$ cat src/rtl/klb_pkg.sv
// ----------------------------------------------------------------------------
// klb_pkg
// Types, constants and code tables for the kinsoku line-break layout core.
// ----------------------------------------------------------------------------
`default_nettype none

package klb_pkg;

  localparam int GRID_COLS_DEF = 16;
  localparam int GRID_ROWS_DEF = 4;

  localparam int CODE_W      = 16;
  localparam int COL_IN_W    = 4;
  localparam int ROW_IN_W    = 3;
  localparam int CELL_W      = 7;
  localparam int MAX_RESULTS = 3;
  localparam int NUM_W       = 2;

  localparam logic [CODE_W-1:0] BLANK_CODE = 16'h0000;

  localparam int NO_START_N = 34;
  localparam int NO_END_N   = 5;

  // Codes that may not open a line
  localparam logic [CODE_W-1:0] NO_START_CODES [NO_START_N] = '{
    16'h82E1, 16'h82E3, 16'h82E5, 16'h82C1, 16'h8142, 16'h8141, 16'h8145, 16'h8163,
    16'h8184, 16'h8178, 16'h8176, 16'h816A, 16'h816E, 16'h8148, 16'h8149, 16'h817C,
    16'h815B, 16'h8383, 16'h8385, 16'h8387, 16'h8362, 16'h8396, 16'h829F, 16'h82A1,
    16'h82A3, 16'h82A5, 16'h82A7, 16'h8340, 16'h8342, 16'h8344, 16'h8346, 16'h8348,
    16'h8144, 16'h8160
  };

  // Opening brackets that may not close a line
  localparam logic [CODE_W-1:0] NO_END_CODES [NO_END_N] = '{
    16'h8183, 16'h8177, 16'h8175, 16'h816D, 16'h8169
  };

  typedef struct packed {
    logic [CODE_W-1:0]   char_code;
    logic                first_char;
    logic [COL_IN_W-1:0] start_col;
    logic [ROW_IN_W-1:0] start_row;
    logic                last_char;
  } item_t;

  typedef struct packed {
    logic no_start;
    logic no_end;
  } class_t;

  typedef struct packed {
    logic              write_valid;
    logic [CELL_W-1:0] cell_index;
    logic [CODE_W-1:0] cell_code;
    logic              run_end;
    logic              string_done;
    logic [CELL_W-1:0] cell_total;
    logic              overflow;
  } result_t;

  typedef struct packed {
    logic [NUM_W-1:0]                num;
    result_t [MAX_RESULTS-1:0]       res;
  } batch_t;

  typedef struct packed {
    logic ready;
    logic take;
  } queue_ctl_t;

  function automatic logic is_no_start(input logic [CODE_W-1:0] code);
    logic hit;
    int   i;
    hit = 1'b0;
    for (i = 0; i < NO_START_N; i++) begin
      hit = hit | (code == NO_START_CODES[i]);
    end
    return hit;
  endfunction

  function automatic logic is_no_end(input logic [CODE_W-1:0] code);
    logic hit;
    int   i;
    hit = 1'b0;
    for (i = 0; i < NO_END_N; i++) begin
      hit = hit | (code == NO_END_CODES[i]);
    end
    return hit;
  endfunction

endpackage

`default_nettype wire

$ cat src/rtl/klb_class.sv
// ----------------------------------------------------------------------------
// klb_class
// Matches a character code against the line-start and line-end prohibition
// tables.
// ----------------------------------------------------------------------------
`default_nettype none

module klb_class (
  input  wire logic [klb_pkg::CODE_W-1:0] code,
  output klb_pkg::class_t                 cls
);

  always_comb begin
    cls.no_start = klb_pkg::is_no_start(code);
    cls.no_end   = klb_pkg::is_no_end(code);
  end

endmodule

`default_nettype wire

$ cat src/rtl/klb_layout.sv
// ----------------------------------------------------------------------------
// klb_layout
// Cursor state and placement logic: turns one registered character into up to
// three cell writes and advances column, row, count and previous code.
// ----------------------------------------------------------------------------
`default_nettype none

module klb_layout #(
  parameter int GRID_COLS = klb_pkg::GRID_COLS_DEF,
  parameter int GRID_ROWS = klb_pkg::GRID_ROWS_DEF
) (
  input  wire logic           clk,
  input  wire logic           rst,
  input  wire logic           take,
  input  wire klb_pkg::item_t  item,
  input  wire klb_pkg::class_t cls,
  output klb_pkg::batch_t     batch
);

  localparam int GRID_CELLS = GRID_COLS * GRID_ROWS;
  localparam int COL_MAX    = (GRID_COLS > 16) ? GRID_COLS : 16;
  localparam int COL_W      = $clog2(COL_MAX);
  localparam int ROW_MAX    = (GRID_ROWS + 1 > 8) ? GRID_ROWS + 1 : 8;
  localparam int ROW_W      = $clog2(ROW_MAX);
  localparam int CNT_W      = $clog2(GRID_CELLS + 2);
  localparam int WIDE_W     = (CNT_W > klb_pkg::CELL_W) ? CNT_W : klb_pkg::CELL_W;

  logic [COL_W-1:0]           cursor_col, cursor_col_next;
  logic [ROW_W-1:0]           cursor_row, cursor_row_next;
  logic [CNT_W-1:0]           cell_count, cell_count_next;
  logic [klb_pkg::CODE_W-1:0] prev_code,  prev_code_next;
  logic                       overflowed, overflowed_next;

  logic [COL_W-1:0]  eff_col;
  logic [ROW_W-1:0]  eff_row;
  logic [CNT_W-1:0]  eff_count;
  logic              eff_ovf;
  logic [COL_W:0]    col_inc;
  logic [WIDE_W-1:0] cnt_wide;
  int                k;

  always_comb begin
    // a first character reloads the start position before anything else
    eff_col   = item.first_char ? COL_W'(item.start_col) : cursor_col;
    eff_row   = item.first_char ? ROW_W'(item.start_row) : cursor_row;
    eff_count = item.first_char ? '0 : cell_count;
    eff_ovf   = item.first_char ? 1'b0 : overflowed;

    overflowed_next = eff_ovf || (eff_count >= CNT_W'(GRID_CELLS)) ||
                      (eff_row >= ROW_W'(GRID_ROWS));

    col_inc  = {1'b0, eff_col} + (COL_W+1)'(1);
    cnt_wide = WIDE_W'(eff_count);

    cursor_col_next = eff_col;
    cursor_row_next = eff_row;
    cell_count_next = eff_count;
    prev_code_next  = prev_code;
    batch           = '0;

    if (overflowed_next) begin
      batch.num = klb_pkg::NUM_W'(1);
    end else if (eff_col == '0 && eff_count != '0 && cls.no_start) begin
      // pull the previous character down with the prohibited starter
      batch.num                = klb_pkg::NUM_W'(3);
      batch.res[0].write_valid = 1'b1;
      batch.res[0].cell_index  = klb_pkg::CELL_W'(cnt_wide - WIDE_W'(1));
      batch.res[0].cell_code   = klb_pkg::BLANK_CODE;
      batch.res[1].write_valid = 1'b1;
      batch.res[1].cell_index  = klb_pkg::CELL_W'(cnt_wide);
      batch.res[1].cell_code   = prev_code;
      batch.res[2].write_valid = 1'b1;
      batch.res[2].cell_index  = klb_pkg::CELL_W'(cnt_wide + WIDE_W'(1));
      batch.res[2].cell_code   = item.char_code;
      cursor_col_next          = COL_W'(2);
      cell_count_next          = eff_count + CNT_W'(2);
      prev_code_next           = item.char_code;
    end else if (eff_col == COL_W'(GRID_COLS - 1) && cls.no_end) begin
      // pad the last column and open the next row with the bracket
      batch.num                = klb_pkg::NUM_W'(2);
      batch.res[0].write_valid = 1'b1;
      batch.res[0].cell_index  = klb_pkg::CELL_W'(cnt_wide);
      batch.res[0].cell_code   = klb_pkg::BLANK_CODE;
      batch.res[1].write_valid = 1'b1;
      batch.res[1].cell_index  = klb_pkg::CELL_W'(cnt_wide + WIDE_W'(1));
      batch.res[1].cell_code   = item.char_code;
      cursor_row_next          = eff_row + ROW_W'(1);
      cursor_col_next          = COL_W'(1);
      cell_count_next          = eff_count + CNT_W'(2);
      prev_code_next           = item.char_code;
    end else begin
      batch.num                = klb_pkg::NUM_W'(1);
      batch.res[0].write_valid = 1'b1;
      batch.res[0].cell_index  = klb_pkg::CELL_W'(cnt_wide);
      batch.res[0].cell_code   = item.char_code;
      cell_count_next          = eff_count + CNT_W'(1);
      prev_code_next           = item.char_code;
      if (col_inc >= (COL_W+1)'(GRID_COLS)) begin
        cursor_col_next = '0;
        cursor_row_next = eff_row + ROW_W'(1);
      end else begin
        cursor_col_next = col_inc[COL_W-1:0];
      end
    end

    for (k = 0; k < klb_pkg::MAX_RESULTS; k++) begin
      if (klb_pkg::NUM_W'(k) < batch.num) begin
        batch.res[k].overflow = overflowed_next;
      end
      if (klb_pkg::NUM_W'(k) == batch.num - klb_pkg::NUM_W'(1)) begin
        batch.res[k].run_end     = 1'b1;
        batch.res[k].string_done = item.last_char;
        batch.res[k].cell_total  = item.last_char ?
          klb_pkg::CELL_W'(WIDE_W'(cell_count_next)) : '0;
      end
    end
  end

  always_ff @(posedge clk) begin
    if (rst) begin
      cursor_col <= '0;
      cursor_row <= '0;
      cell_count <= '0;
      prev_code  <= '0;
      overflowed <= 1'b0;
    end else if (take) begin
      cursor_col <= cursor_col_next;
      cursor_row <= cursor_row_next;
      cell_count <= cell_count_next;
      prev_code  <= prev_code_next;
      overflowed <= overflowed_next;
    end
  end

endmodule

`default_nettype wire

$ cat src/rtl/klb_out_queue.sv
// ----------------------------------------------------------------------------
// klb_out_queue
// Result register: holds the up to three cell writes of one character and
// hands them out one beat per cycle while result_stall is low, head first.
// ----------------------------------------------------------------------------
`default_nettype none

module klb_out_queue (
  input  wire logic        clk,
  input  wire logic        rst,
  input  wire logic        item_full,
  input  wire klb_pkg::batch_t batch,
  output klb_pkg::queue_ctl_t ctl,
  output logic             result_valid,
  input  wire logic        result_stall,
  output klb_pkg::result_t head
);

  klb_pkg::result_t [klb_pkg::MAX_RESULTS-1:0] res;
  logic [klb_pkg::NUM_W-1:0]                   count;
  logic                                        deliver;

  assign result_valid = (count != '0);
  assign deliver      = result_valid && !result_stall;
  assign head         = res[0];

  // room for a new batch once the last beat of the current one leaves
  always_comb begin
    ctl.ready = (count == '0) || (count == klb_pkg::NUM_W'(1) && !result_stall);
    ctl.take  = item_full && ctl.ready;
  end

  always_ff @(posedge clk) begin
    if (rst) begin
      count <= '0;
    end else if (ctl.take) begin
      count <= batch.num;
    end else if (deliver) begin
      count <= count - klb_pkg::NUM_W'(1);
    end
  end

  always_ff @(posedge clk) begin
    if (ctl.take) begin
      res <= batch.res;
    end else if (deliver) begin
      // advance the next beat to the head
      res[0] <= res[1];
      res[1] <= res[2];
    end
  end

endmodule

`default_nettype wire

$ cat src/rtl/kinsoku_line_break_layout_core.sv
// ----------------------------------------------------------------------------
// kinsoku_line_break_layout_core
// Lays out double-byte character codes on a text grid with line-start and
// line-end prohibition, one cell write per result beat.
// ----------------------------------------------------------------------------
// Usage:
//   Input channel (char_valid / char_stall) takes one character per beat with
//   first_char, start_col, start_row and last_char marks. Output channel
//   (result_valid / result_stall) gives one result beat per cell write: one
//   for an ordinary character, two for an opening bracket in the last column,
//   three for a prohibited starter at column 0 with a cell before it, and a
//   single non-writing beat once the grid is full.
//   The first result beat of a character comes out of the result register,
//   which loads it from the input register. One character per cycle for
//   single-write characters while result_stall is low; otherwise the
//   character holds the result register until its last write leaves, one
//   beat per cycle on the output port while result_stall is low.
//   A stalled output keeps its beat; the input register still takes one more
//   character and then raises char_stall until the result register frees.
//   Reset clears the cursor, count, previous code and overflow flag and
//   empties both registers.
// ----------------------------------------------------------------------------
`default_nettype none

module kinsoku_line_break_layout_core #(
  parameter int GRID_COLS = klb_pkg::GRID_COLS_DEF,
  parameter int GRID_ROWS = klb_pkg::GRID_ROWS_DEF
) (
  input  wire logic                            clk,
  input  wire logic                            rst,
  input  wire logic                            char_valid,
  output logic                                 char_stall,
  input  wire logic [klb_pkg::CODE_W-1:0]      char_code,
  input  wire logic                            first_char,
  input  wire logic [klb_pkg::COL_IN_W-1:0]    start_col,
  input  wire logic [klb_pkg::ROW_IN_W-1:0]    start_row,
  input  wire logic                            last_char,
  output logic                                 result_valid,
  input  wire logic                            result_stall,
  output logic                                 write_valid,
  output logic [klb_pkg::CELL_W-1:0]           cell_index,
  output logic [klb_pkg::CODE_W-1:0]           cell_code,
  output logic                                 run_end,
  output logic                                 string_done,
  output logic [klb_pkg::CELL_W-1:0]           cell_total,
  output logic                                 overflow
);

  klb_pkg::item_t      item;
  logic                item_full;
  logic                accept;
  klb_pkg::class_t     cls;
  klb_pkg::batch_t     batch;
  klb_pkg::queue_ctl_t ctl;
  klb_pkg::result_t    head;

  assign char_stall = item_full && !ctl.ready;
  assign accept     = char_valid && !char_stall;

  always_ff @(posedge clk) begin
    if (rst) begin
      item_full <= 1'b0;
    end else if (accept) begin
      item_full <= 1'b1;
    end else if (ctl.take) begin
      item_full <= 1'b0;
    end
  end

  always_ff @(posedge clk) begin
    if (accept) begin
      item.char_code  <= char_code;
      item.first_char <= first_char;
      item.start_col  <= start_col;
      item.start_row  <= start_row;
      item.last_char  <= last_char;
    end
  end

  klb_class u_class (
    .code (item.char_code),
    .cls  (cls)
  );

  klb_layout #(
    .GRID_COLS (GRID_COLS),
    .GRID_ROWS (GRID_ROWS)
  ) u_layout (
    .clk   (clk),
    .rst   (rst),
    .take  (ctl.take),
    .item  (item),
    .cls   (cls),
    .batch (batch)
  );

  klb_out_queue u_out_queue (
    .clk          (clk),
    .rst          (rst),
    .item_full    (item_full),
    .batch        (batch),
    .ctl          (ctl),
    .result_valid (result_valid),
    .result_stall (result_stall),
    .head         (head)
  );

  assign write_valid = head.write_valid;
  assign cell_index  = head.cell_index;
  assign cell_code   = head.cell_code;
  assign run_end     = head.run_end;
  assign string_done = head.string_done;
  assign cell_total  = head.cell_total;
  assign overflow    = head.overflow;

endmodule

`default_nettype wire

$ cat config.mk
export PLATFORM = sky130hd
export DESIGN_NAME = kinsoku_line_break_layout_core
export DESIGN_NICKNAME = d
export VERILOG_FILES = /design/src/rtl/klb_pkg.sv /design/src/rtl/klb_class.sv /design/src/rtl/klb_layout.sv /design/src/rtl/klb_out_queue.sv /design/src/rtl/kinsoku_line_break_layout_core.sv
export SDC_FILE = /design/constraint.sdc
export NUM_CORES = 1
export LEC_CHECK = 0
export ABC_AREA = 1
export ABC_CLOCK_PERIOD_IN_PS = 11000
export BUFFER_PORTS_ARGS = -buffer_cell sky130_fd_sc_hd__buf_4
export CORE_MARGIN = 1
export CORE_UTILIZATION = 25
export CTS_BUF_LIST = sky130_fd_sc_hd__clkbuf_4 sky130_fd_sc_hd__clkbuf_8
export DETAILED_ROUTE_END_ITERATION = 10
export PLACE_DENSITY = 0.38
export SETUP_SLACK_MARGIN = 0.15
export SYNTH_ARGS = -nofsm -noshare
export SYNTH_HDL_FRONTEND = slang
export SYNTH_HIERARCHICAL = 1
export SYNTH_SLANG_ARGS = --single-unit
export TNS_END_PERCENT = 1
$ cat constraint.sdc
create_clock -name clk -period 11 [get_ports clk]
set_clock_uncertainty 0.15 [all_clocks]
set_input_delay 1.1 -clock clk [delete_from_list [all_inputs] [get_ports clk]]
set_output_delay 1.1 -clock clk [all_outputs]
set_load 0.01 [all_outputs]
==> impl_results.md, run 1 <==
- Status: finished, final reports clean
- GRT overflow: 0
- Mapped cell area: 0.00831 mm²
- CTS Hold Bufs: 0
- # diodes: 0
- Power per cell area: 233 mW/mm²
- Crit path arrival time: 3.35 ns
- Hold Fails Final Rpt: 0
- Worst path bufs/invs: 2
- # IOs: 65
- Total Power: 0.00216 W
- Worst-Margin Slew: 0.975 ns
- FMAX: 304 MHz
- Antenna violations before repair: 0
- Synth Area in XOR/XNOR: 0.632%
- Synth warn: 6
- Synth Area in Compound Gates: 6.64%
- Setup CP Type: reg -> reg
- Layout area overhead: 11.5%
- #FFs+latches synth: 161
- Vias: 6037
- Clock Tree Root: clkbuf_8
- Setup TNS: 0 ns
- Comb pwr share: 32.8%
- Global-route wire length before repair: 32700 µm
- Worst skew pair latency: 0.46 ns
- Cell variety after synth: 39
- Largest area contributor in the netlist: edfxtp_1
- Post-DRT Antenna Nets: 0
- Synth top area share: 45.9%
- Req. time, crit path: 11.06 ns
- Largest family of logic cells by synthesized area: simple AND/OR/NAND/NOR gates
- Max Cap Viol: 0
- Worst Setup End Kind: register
- Family with the most delay on the worst path: simple AND/OR/NAND/NOR gates
- DR vias/cell: 4.15
- Gate Count Post-Synth: 986
- Post-Synth Adder-Cell Area: 1.20%
- Die area: 0.0340 mm²
- Clock share of power: 20.7%
- Clock-pin slew on the worst setup and hold paths: 0.09 ns
- Syn_area_per_cell: 8.43 µm²
- Peak supply drop: 0.268 mV
- Overall die height: 184 µm
- Period minus WS final: 3.29 ns
- DR DRC count: 0
- Setup-failing EPs final: 0
- Clock buffer depth: 2
- Most Frequent Cell on Critical Path: nand2_1
- Wirelength per Cell: 13.9 µm
- Cts repair resizes: 0
- Router iterations before antenna repair: 4
- Synth area leaders: edfxtp_1, nand2_1, dfxtp_1
- Pin count of the biggest net entering global routing: 73
- Total GRT Usage: 12.6%
- Worst rel slew slack: 35.0%
- Vias in the first global route: 5984
- Share of cells above drive strength 1: 13.2%
- Mux share of post-synthesis cell area: 0%
- GPL Wtd Cong: 0.818
- Final slew viol count: 0
- Starting Density: 25.5%
- Critical Path Fanout Max: 43
- Initial DRC count: 374
- WL final: 20200 µm
- Non-Filler Instances: 1456
- Seq pwr share: 46.5%
- Die W: 184 µm
- Slowest CP cell: edfxtp_1
- Switching Share: 36.5%
- Buffers on Ports: 64
- Leakage: 4.05 nW
- CTS Sinks: 161
- Placed cells: 1424
- HPWL after DPL: 12900 µm
- Setup WS pre-CTS: 7.39 ns
- Final WS setup: 7.71 ns
- H-Tree Depth: 4
- Critical path startpoint category: register
- Pint: 0.00137 W
- CTS tree: yes
- TritonCTS Buffers: 17
- Core Region: 0.0326 mm²
- Register area share after synthesis: 54.1%
- Simple-Gate Fraction of Synth Area: 26.2%
- Worst hold path type: reg -> reg
- Switching Power: 0.000787 W
- RSZ-0062 raised after global routing: false
- CP max stage delay: 0.64 ns
- Postcts setup bufs: 0
- Nets@finish: 1038
- CP cell instances: inv_2 -> nand2_1 -> nor2_1 -> nand2_1 -> nand2_1 -> nor2_1 -> nand3_1 -> nand2_1 -> nand2_1 -> nand2_1 -> nand3b_1 -> nor2_2 -> nand2_4 -> nor2_4 -> inv_2 -> o22ai_1 -> nand2_1 -> nand2_1
- Num rows: 66
- Period utilization: 29.9%
[final cells by class]
| class | instances | area [µm²] |
|---|---|---|
| inverters | 109 | 417 |
| flip-flops and latches | 161 | 4490 |
| repair buffers | 69 | 518 |
| multi-input cells | 643 | 2900 |
| well taps | 442 | 553 |
| fillers | 3537 | 23300 |
| clock inverters | 12 | 135 |
| clock buffers | 20 | 256 |
[power by group through the flow]
stage               sequential, W  combinational [W]  clock, W
global placement          0.00102           0.000729         0
finish                    0.00100           0.000709  0.000447
global route              0.00103           0.000812  0.000492
detailed placement        0.00102           0.000729         0
floorplan                 0.00102           0.000565         0
CTS                       0.00101           0.000732  0.000471
[cell usage in the layout (no fill, tap or decap), drive strengths merged]
cell type | Yosys | routed
a211oi | 2 | 2
clkinvlp | 0 | 3
bufinv | 0 | 2
nand4 | 6 | 6
buf | 61 | 69
a41oi | 1 | 1
inv | 109 | 111
clkbuf | 13 | 20
clkinv | 0 | 5
o211ai | 1 | 1
o22ai | 19 | 19
nand2 | 372 | 372
o21ai | 36 | 36
xor2 | 4 | 4
a31oi | 2 | 2
conb | 1 | 2
nor3 | 3 | 3
a21oi | 38 | 38
nand3b | 2 | 2
ha | 8 | 8
nor4 | 2 | 2
a22oi | 1 | 1
xnor2 | 2 | 2
nor2 | 103 | 103
edfxtp | 127 | 127
dfxtp | 34 | 34
nand3 | 39 | 39
[final timing paths]
| kind | startpoint | to | slack [ns] | depth (start not counted) |
|---|---|---|---|---|
| setup / recovery | item[12]$_DFFE_PP_ | u_out_queue/res[64]$_DFFE_PP_ | 7.71 | 18 |
| hold / removal | u_layout/prev_code[6]$_SDFFE_PP0P_ | u_layout/prev_code[6]$_SDFFE_PP0P_ | 0.31 | 2 |
| setup reg to reg | item[12]$_DFFE_PP_ | u_out_queue/res[64]$_DFFE_PP_ | 7.71 | 18 |
| hold reg to reg | u_layout/prev_code[6]$_SDFFE_PP0P_ | u_layout/prev_code[6]$_SDFFE_PP0P_ | 0.31 | 2 |
[synthesized netlist by cell type (all sizes together)]
master    n
a211oi    2
nand3    39
nand2   372
edfxtp  127
nand4     6
inv     109
nand3b    2
nor4      2
clkbuf   13
xnor2     2
ha        8
o21ai    36
o22ai    19
a21oi    38
o211ai    1
conb      1
xor2      4
dfxtp    34
a31oi     2
a22oi     1
nor3      3
buf      61
a41oi     1
nor2    103
[state kept, by name, summed over array words and instances (netlist names)]
| signal | flops |
|---|---|
| u_layout/cursor_row | 3 |
| u_layout/cursor_col | 4 |
| u_layout/overflowed | 1 |
| item | 25 |
| u_out_queue/count | 2 |
| item_full | 1 |
| u_layout/prev_code | 16 |
| u_out_queue/head | 34 |
| u_out_queue/res | 68 |
| u_layout/cell_count | 7 |
[layer usage]
metal | track usage, % | wire length, µm
met4 | 3.80 | 223
met1 | 18.0 | 10700
met2 | 19.1 | 8700
met5 | 0 | 0
met3 | 2.35 | 583
[logic make-up after synthesis]
kind of cell             Yosys count
XOR/XNOR                           6
AO/OA/AOI/OAI                    100
adder cells (fa/ha/maj)            8
AND/OR/NAND/NOR                  527
buffers and inverters            183
other                              1
flip-flops                       161
[stage by stage]
| step | instance area [µm²] | hold WS [ns] | util, % |
|---|---|---|---|
| after floorplan | 8320 | 0.280 | - |
| after global placement | 8880 | 0.293 | 27.2 |
| after detailed placement | 8880 | 0.296 | 27.2 |
| after CTS | 9270 | 0.308 | 28.4 |
| after global routing | 9270 | 0.333 | 28.4 |
| final | 9270 | 0.306 | 28.4 |
[worst reg2reg max path, delay by kind of cell (launching register included)]
| family | cells | cell delay [ns] |
|---|---|---|
| buffers and inverters | 2 | 0.70 |
| DFF | 1 | 0.64 |
| and+or+nand+nor | 15 | 1.40 |
| AOI/OAI and AO/OA | 1 | 0.16 |
No activity file was read; power rests on OpenSTA's default activity.
==> run 2, diff against run 1 <==
Settings changed: ABC_CLOCK_PERIOD_IN_PS 11000 to 3400.
Clock period 11 ns to 3.4 ns, I/O delays scaled along.
==> impl_results.md, run 2 (synthesized netlist as in run 1, its figures left out) <==
- CP max stage delay: 0.46 ns
- DR DRC count: 0
- Final WS setup: 0.428 ns
- GR peak layer: met2
- Setup-failing EPs final: 0
- Max Cap Viol: 0
- Family with the most delay on the worst path: simple AND/OR/NAND/NOR gates
- Worst path bufs/invs: 1
- TritonCTS Buffers: 17
- Clock buffer depth: 2
- Setup CP Type: reg -> reg
- Worst-Margin Slew: 0.821 ns
- Clock Tree Root: clkbuf_8
- Met1 GRT Util: 18.3%
- Vias in the first global route: 5943
- Critical path startpoint category: register
- Die area: 0.0340 mm²
- WL final: 20900 µm
- Worst Setup End Kind: register
- Crit path arrival time: 3.02 ns
- WHS: 0.273 ns
- Global-route wire length before repair: 33000 µm
- Status: finished, final reports clean
- Most Frequent Cell on Critical Path: nand2_1
- Layout area overhead: 16.8%
- GR Layer Usage met3: 2.25%
- Share of cells above drive strength 1: 14.3%
- Peak supply drop: 0.276 mV
- CTS tree: yes
- Nets@finish: 1080
- Pin count of the biggest net entering global routing: 73
- Slowest CP cell: edfxtp_1
- Total GRT Usage: 12.6%
- Clock-pin slew on the worst setup and hold paths: 0.09 ns
- Leakage: 4.26 nW
- Setup WS pre-CTS: 0.319 ns
- Router iterations before antenna repair: 5
- Worst rel slew slack: 45.2%
- Post-DRT Antenna Nets: 0
- # diodes: 0
- Largest Register: u_out_queue/res
- Period utilization: 87.4%
- Overall die height: 184 µm
- GRT overflow: 0
- Buffers on Ports: 64
- CP cell instances: inv_1 -> nand2_1 -> nor2_1 -> nand2_1 -> nand2_1 -> nor2_1 -> nand2_1 -> nand3_1 -> nand2_1 -> nand2_1 -> nand3b_1 -> nor2_2 -> nand2_4 -> nor2_1 -> nand2_1 -> o21ai_0 -> a21oi_1 -> nand2_1 -> nand2_1
- FMAX: 337 MHz
- Vias: 6255
- Period minus WS final: 2.97 ns
- Worst skew pair latency: 0.47 ns
- Met2 usage: 18.9%
- H-Tree Depth: 4
- # IOs: 65
- Leading cell type in the layout, fill and taps excluded: nand2_1
- GPL Wtd Cong: 0.832
- Max FFs per register: 68
- Req. time, crit path: 3.45 ns
- Antenna violations before repair: 0
- Initial DRC count: 364
- Hold Fails Final Rpt: 0
- Core Region: 0.0326 mm²
- Power per cell area: 740 mW/mm²
- Die W: 184 µm
- Final slew viol count: 0
- RSZ-0062 raised after global routing: true
- CTS Sinks: 161
- Fillers: 3498
- Setup TNS: 0 ns
- Commonest cells after routing, fill and taps aside: nand2_1, edfxtp_1, inv_1, nor2_1, buf_4
- HPWL after DPL: 13700 µm
- Num rows: 66
- Critical Path Fanout Max: 18
- Wirelength per Cell: 13.9 µm
- Starting Density: 25.5%
- DR vias/cell: 4.18
- Worst hold path type: in -> reg
-- run 2: worst register-to-register path, stage by stage (launching register included) --
cell and delay (ns):
edfxtp_1 0.46, inv_1 0.10, nand2_1 0.13, nor2_1 0.21, nand2_1 0.10, nand2_1 0.07
nor2_1 0.04, nand2_1 0.07, nand3_1 0.07, nand2_1 0.08, nand2_1 0.05, nand3b_1 0.16
nor2_2 0.14, nand2_4 0.19, nor2_1 0.23, nand2_1 0.09, o21ai_0 0.14, a21oi_1 0.06
nand2_1 0.07, nand2_1 0.11
-- run 2: layer usage --
| metal | routed length [µm] | vias to the layer above |
|---|---|---|
| met1 | 11000 | 2886 |
| met5 | 0 | - |
| met4 | 283 | 0 |
| met2 | 8940 | 105 |
| li1 | - | 3248 |
| met3 | 582 | 16 |
-- run 2: worst paths after layout --
check	start	end	slack, ns	cells after the start
max	item[16]$_DFFE_PP_	u_out_queue/head[29]$_DFFE_PP_	0.43	19
min	result_stall	u_out_queue/count[1]$_SDFFE_PP0P_	0.27	8
max reg2reg	item[16]$_DFFE_PP_	u_out_queue/head[29]$_DFFE_PP_	0.43	19
min reg2reg	u_layout/prev_code[5]$_SDFFE_PP0P_	u_layout/prev_code[5]$_SDFFE_PP0P_	0.31	2
-- run 2: where the power goes --
part / switching, W / total [W] / internal (W)
combinational: 0.00161 / 0.00247 / 0.000854
clock: 0.000807 / 0.00148 / 0.000673
sequential: 0.000232 / 0.00324 / 0.00301
total: 0.00265 / 0.00718 / 0.00453
-- run 2: metrics by stage --
stage                     cell area [µm²]  instances  util (%)  total power (W)
after CTS                            9660       1492      29.6          0.00729
after global placement               8980       1433      27.5          0.00575
after global routing                 9710       1498      29.8          0.00771
final                                9710       1498      29.8          0.00718
after detailed placement             8980       1433      27.5          0.00575
after floorplan                      8320        987         -          0.00507
-- run 2: area by class of cell --
cell class	instances	area [µm²]	share of cell area (%)
flip-flops and latches	161	4490	46.3
multi-input cells	644	2910	30.0
repair buffers	110	931	9.59
well taps	442	553	5.70
inverters	109	417	4.29
clock buffers	17	234	2.41
clock inverters	15	170	1.75
-- run 2: timing repair --
action	4_1_cts	5_1_grt
buffers inserted	0	5
gates resized for setup	0	1
setup endpoints to repair	0	15
endpoints found under the hold margin	28	0
hold buffers	27	0
==> run 3, diff against run 2 <==
Settings changed: CELL_PAD_IN_SITES_DETAIL_PLACEMENT set to 1, CELL_PAD_IN_SITES_GLOBAL_PLACEMENT set to 2, PLACE_DENSITY 0.38 to 0.56.
==> impl_results.md, run 3 (synthesized netlist as in run 1, its figures left out) <==
- # IOs: 65
- Placed cells: 1442
- Share of cells above drive strength 1: 15.7%
- Worst Setup End Kind: register
- Worst hold path type: in -> reg
- Peak supply drop: 0.323 mV
- Slowest CP cell: edfxtp_1
- Critical path startpoint category: register
- DR vias/cell: 4.20
- Total GRT Usage: 14.4%
- Worst-Margin Slew: 0.888 ns
- Most Frequent Cell on Critical Path: nand2_1
- DR DRC count: 0
- Crit path arrival time: 3.02 ns
- Layout area overhead: 18.4%
- CP cell instances: inv_2 -> nand2_1 -> nor2_1 -> nand2_1 -> nand2_1 -> nor2_1 -> nand2_1 -> nand3_1 -> nand2_1 -> nand2_1 -> nand3b_1 -> nor2_2 -> nand2_4 -> nand2_2 -> nand2_2 -> nand2_2 -> inv_2 -> nand2_1 -> inv_1 -> nand2_1 -> nand2_1
- Global-route wire length before repair: 37000 µm
- TritonCTS Buffers: 17
- Hold Fails Final Rpt: 0
- Max Cap Viol: 0
- FMAX: 342 MHz
- Setup CP Type: reg -> reg
- Overall die height: 184 µm
- Wirelength per Cell: 15.3 µm
- Clock-pin slew on the worst setup and hold paths: 0.10 ns
- H-Tree Depth: 4
- Vias: 6349
- HPWL after DPL: 15600 µm
- Core Region: 0.0326 mm²
- Max FFs per register: 68
- Clock Tree Root: clkbuf_8
- Power per cell area: 741 mW/mm²
- Setup TNS: 0 ns
- CTS Sinks: 161
- Final slew viol count: 0
- Die area: 0.0340 mm²
- Placed Area: 0.00908 mm²
- Die W: 184 µm
- Worst path bufs/invs: 3
- Commonest cells after routing, fill and taps aside: nand2_1, edfxtp_1, inv_1, nor2_1, buf_4
- Starting Density: 25.5%
- Non-Filler Instances: 1511
- # diodes: 0
- Num rows: 66
- Setup-failing EPs final: 0
- Period minus WS final: 2.92 ns
- Req. time, crit path: 3.50 ns
- Router iterations before antenna repair: 4
- WHS: 0.111 ns
- Met2 usage: 22.4%
- GRT overflow: 0
- GPL Wtd Cong: 0.773
- Final instance area: 0.00984 mm²
- Leading cell type in the layout, fill and taps excluded: nand2_1
- Critical Path Fanout Max: 17
- CTS tree: yes
- RSZ-0062 raised after global routing: false
- Buffers on Ports: 64
- Initial DRC count: 253
- Worst rel slew slack: 40.8%
- Leakage: 4.32 nW
- Post-DRT Antenna Nets: 0
- Nets@finish: 1093
- Period utilization: 86.0%
- Met1 GRT Util: 20.2%
- Antenna violations before repair: 0
- GR Layer Usage met3: 2.33%
- Pin count of the biggest net entering global routing: 71
- Status: finished, final reports clean
- WL final: 23100 µm
- Largest Register: u_out_queue/res
- Clock buffer depth: 2
- Worst skew pair latency: 0.49 ns
- Family with the most delay on the worst path: simple AND/OR/NAND/NOR gates
- GR peak layer: met2
- Vias in the first global route: 6579
- CP max stage delay: 0.52 ns
run 3: cell types whose count changed in the layout (fill, tap and decap cells not counted), sizes merged:
cell,before,now
nand3,40,39
bufinv,2,1
buf,83,97
clkinvlp,2,3
clkinv,4,3
inv,116,117
run 3: power by group:
group | internal (W) | leakage [nW] | switching (W)
clock | 0.000617 | 0.196 | 0.000871
sequential | 0.00300 | 1.50 | 0.000228
combinational | 0.000904 | 2.62 | 0.00167
run 3: what timing repair did:
action                                  CTS  global route
endpoints found under the hold margin    28             0
buffers inserted                          0            10
hold buffers                             27             0
endpoints found under the setup margin    0            49
gates resized for setup                   0             6
run 3: metrics by stage:
step / power [W] / utilization [%] / worst slack (ns)
2_1_floorplan: 0.00507 / - / 0.315
3_5_place_dp: 0.00589 / 27.8 / 0.317
4_1_cts: 0.00746 / 29.9 / 0.293
3_3_place_gp: 0.00588 / 27.8 / 0.334
5_1_grt: 0.00785 / 30.2 / 0.140
6_report: 0.00729 / 30.2 / 0.477
run 3: routing by layer:
metal  routed length [µm]  share of wire (%)
met5                    0                  0
met4                  301                1.3
met3                  559                2.4
met2                10300                 45
met1                11900                 52
run 3: layout make-up:
class | instances | area, µm²
inverter | 109 | 417
multi-input combinational | 643 | 2920
timing repair buffer | 124 | 1060
clock buffer | 17 | 234
clock inverter | 15 | 169
sequential | 161 | 4490
tap | 442 | 553
fill | 3871 | 22800
run 3: worst paths after layout:
path / slack (ns) / cells past startpoint / from / to
worst min register to register: 0.31 / 2 / u_layout/prev_code[8]$_SDFFE_PP0P_ / u_layout/prev_code[8]$_SDFFE_PP0P_
worst max register to register: 0.48 / 21 / item[12]$_DFFE_PP_ / u_out_queue/head[4]$_DFFE_PP_
worst min-delay path: 0.11 / 2 / result_stall / u_out_queue/res[43]$_DFFE_PP_
worst max-delay path: 0.48 / 21 / item[12]$_DFFE_PP_ / u_out_queue/head[4]$_DFFE_PP_
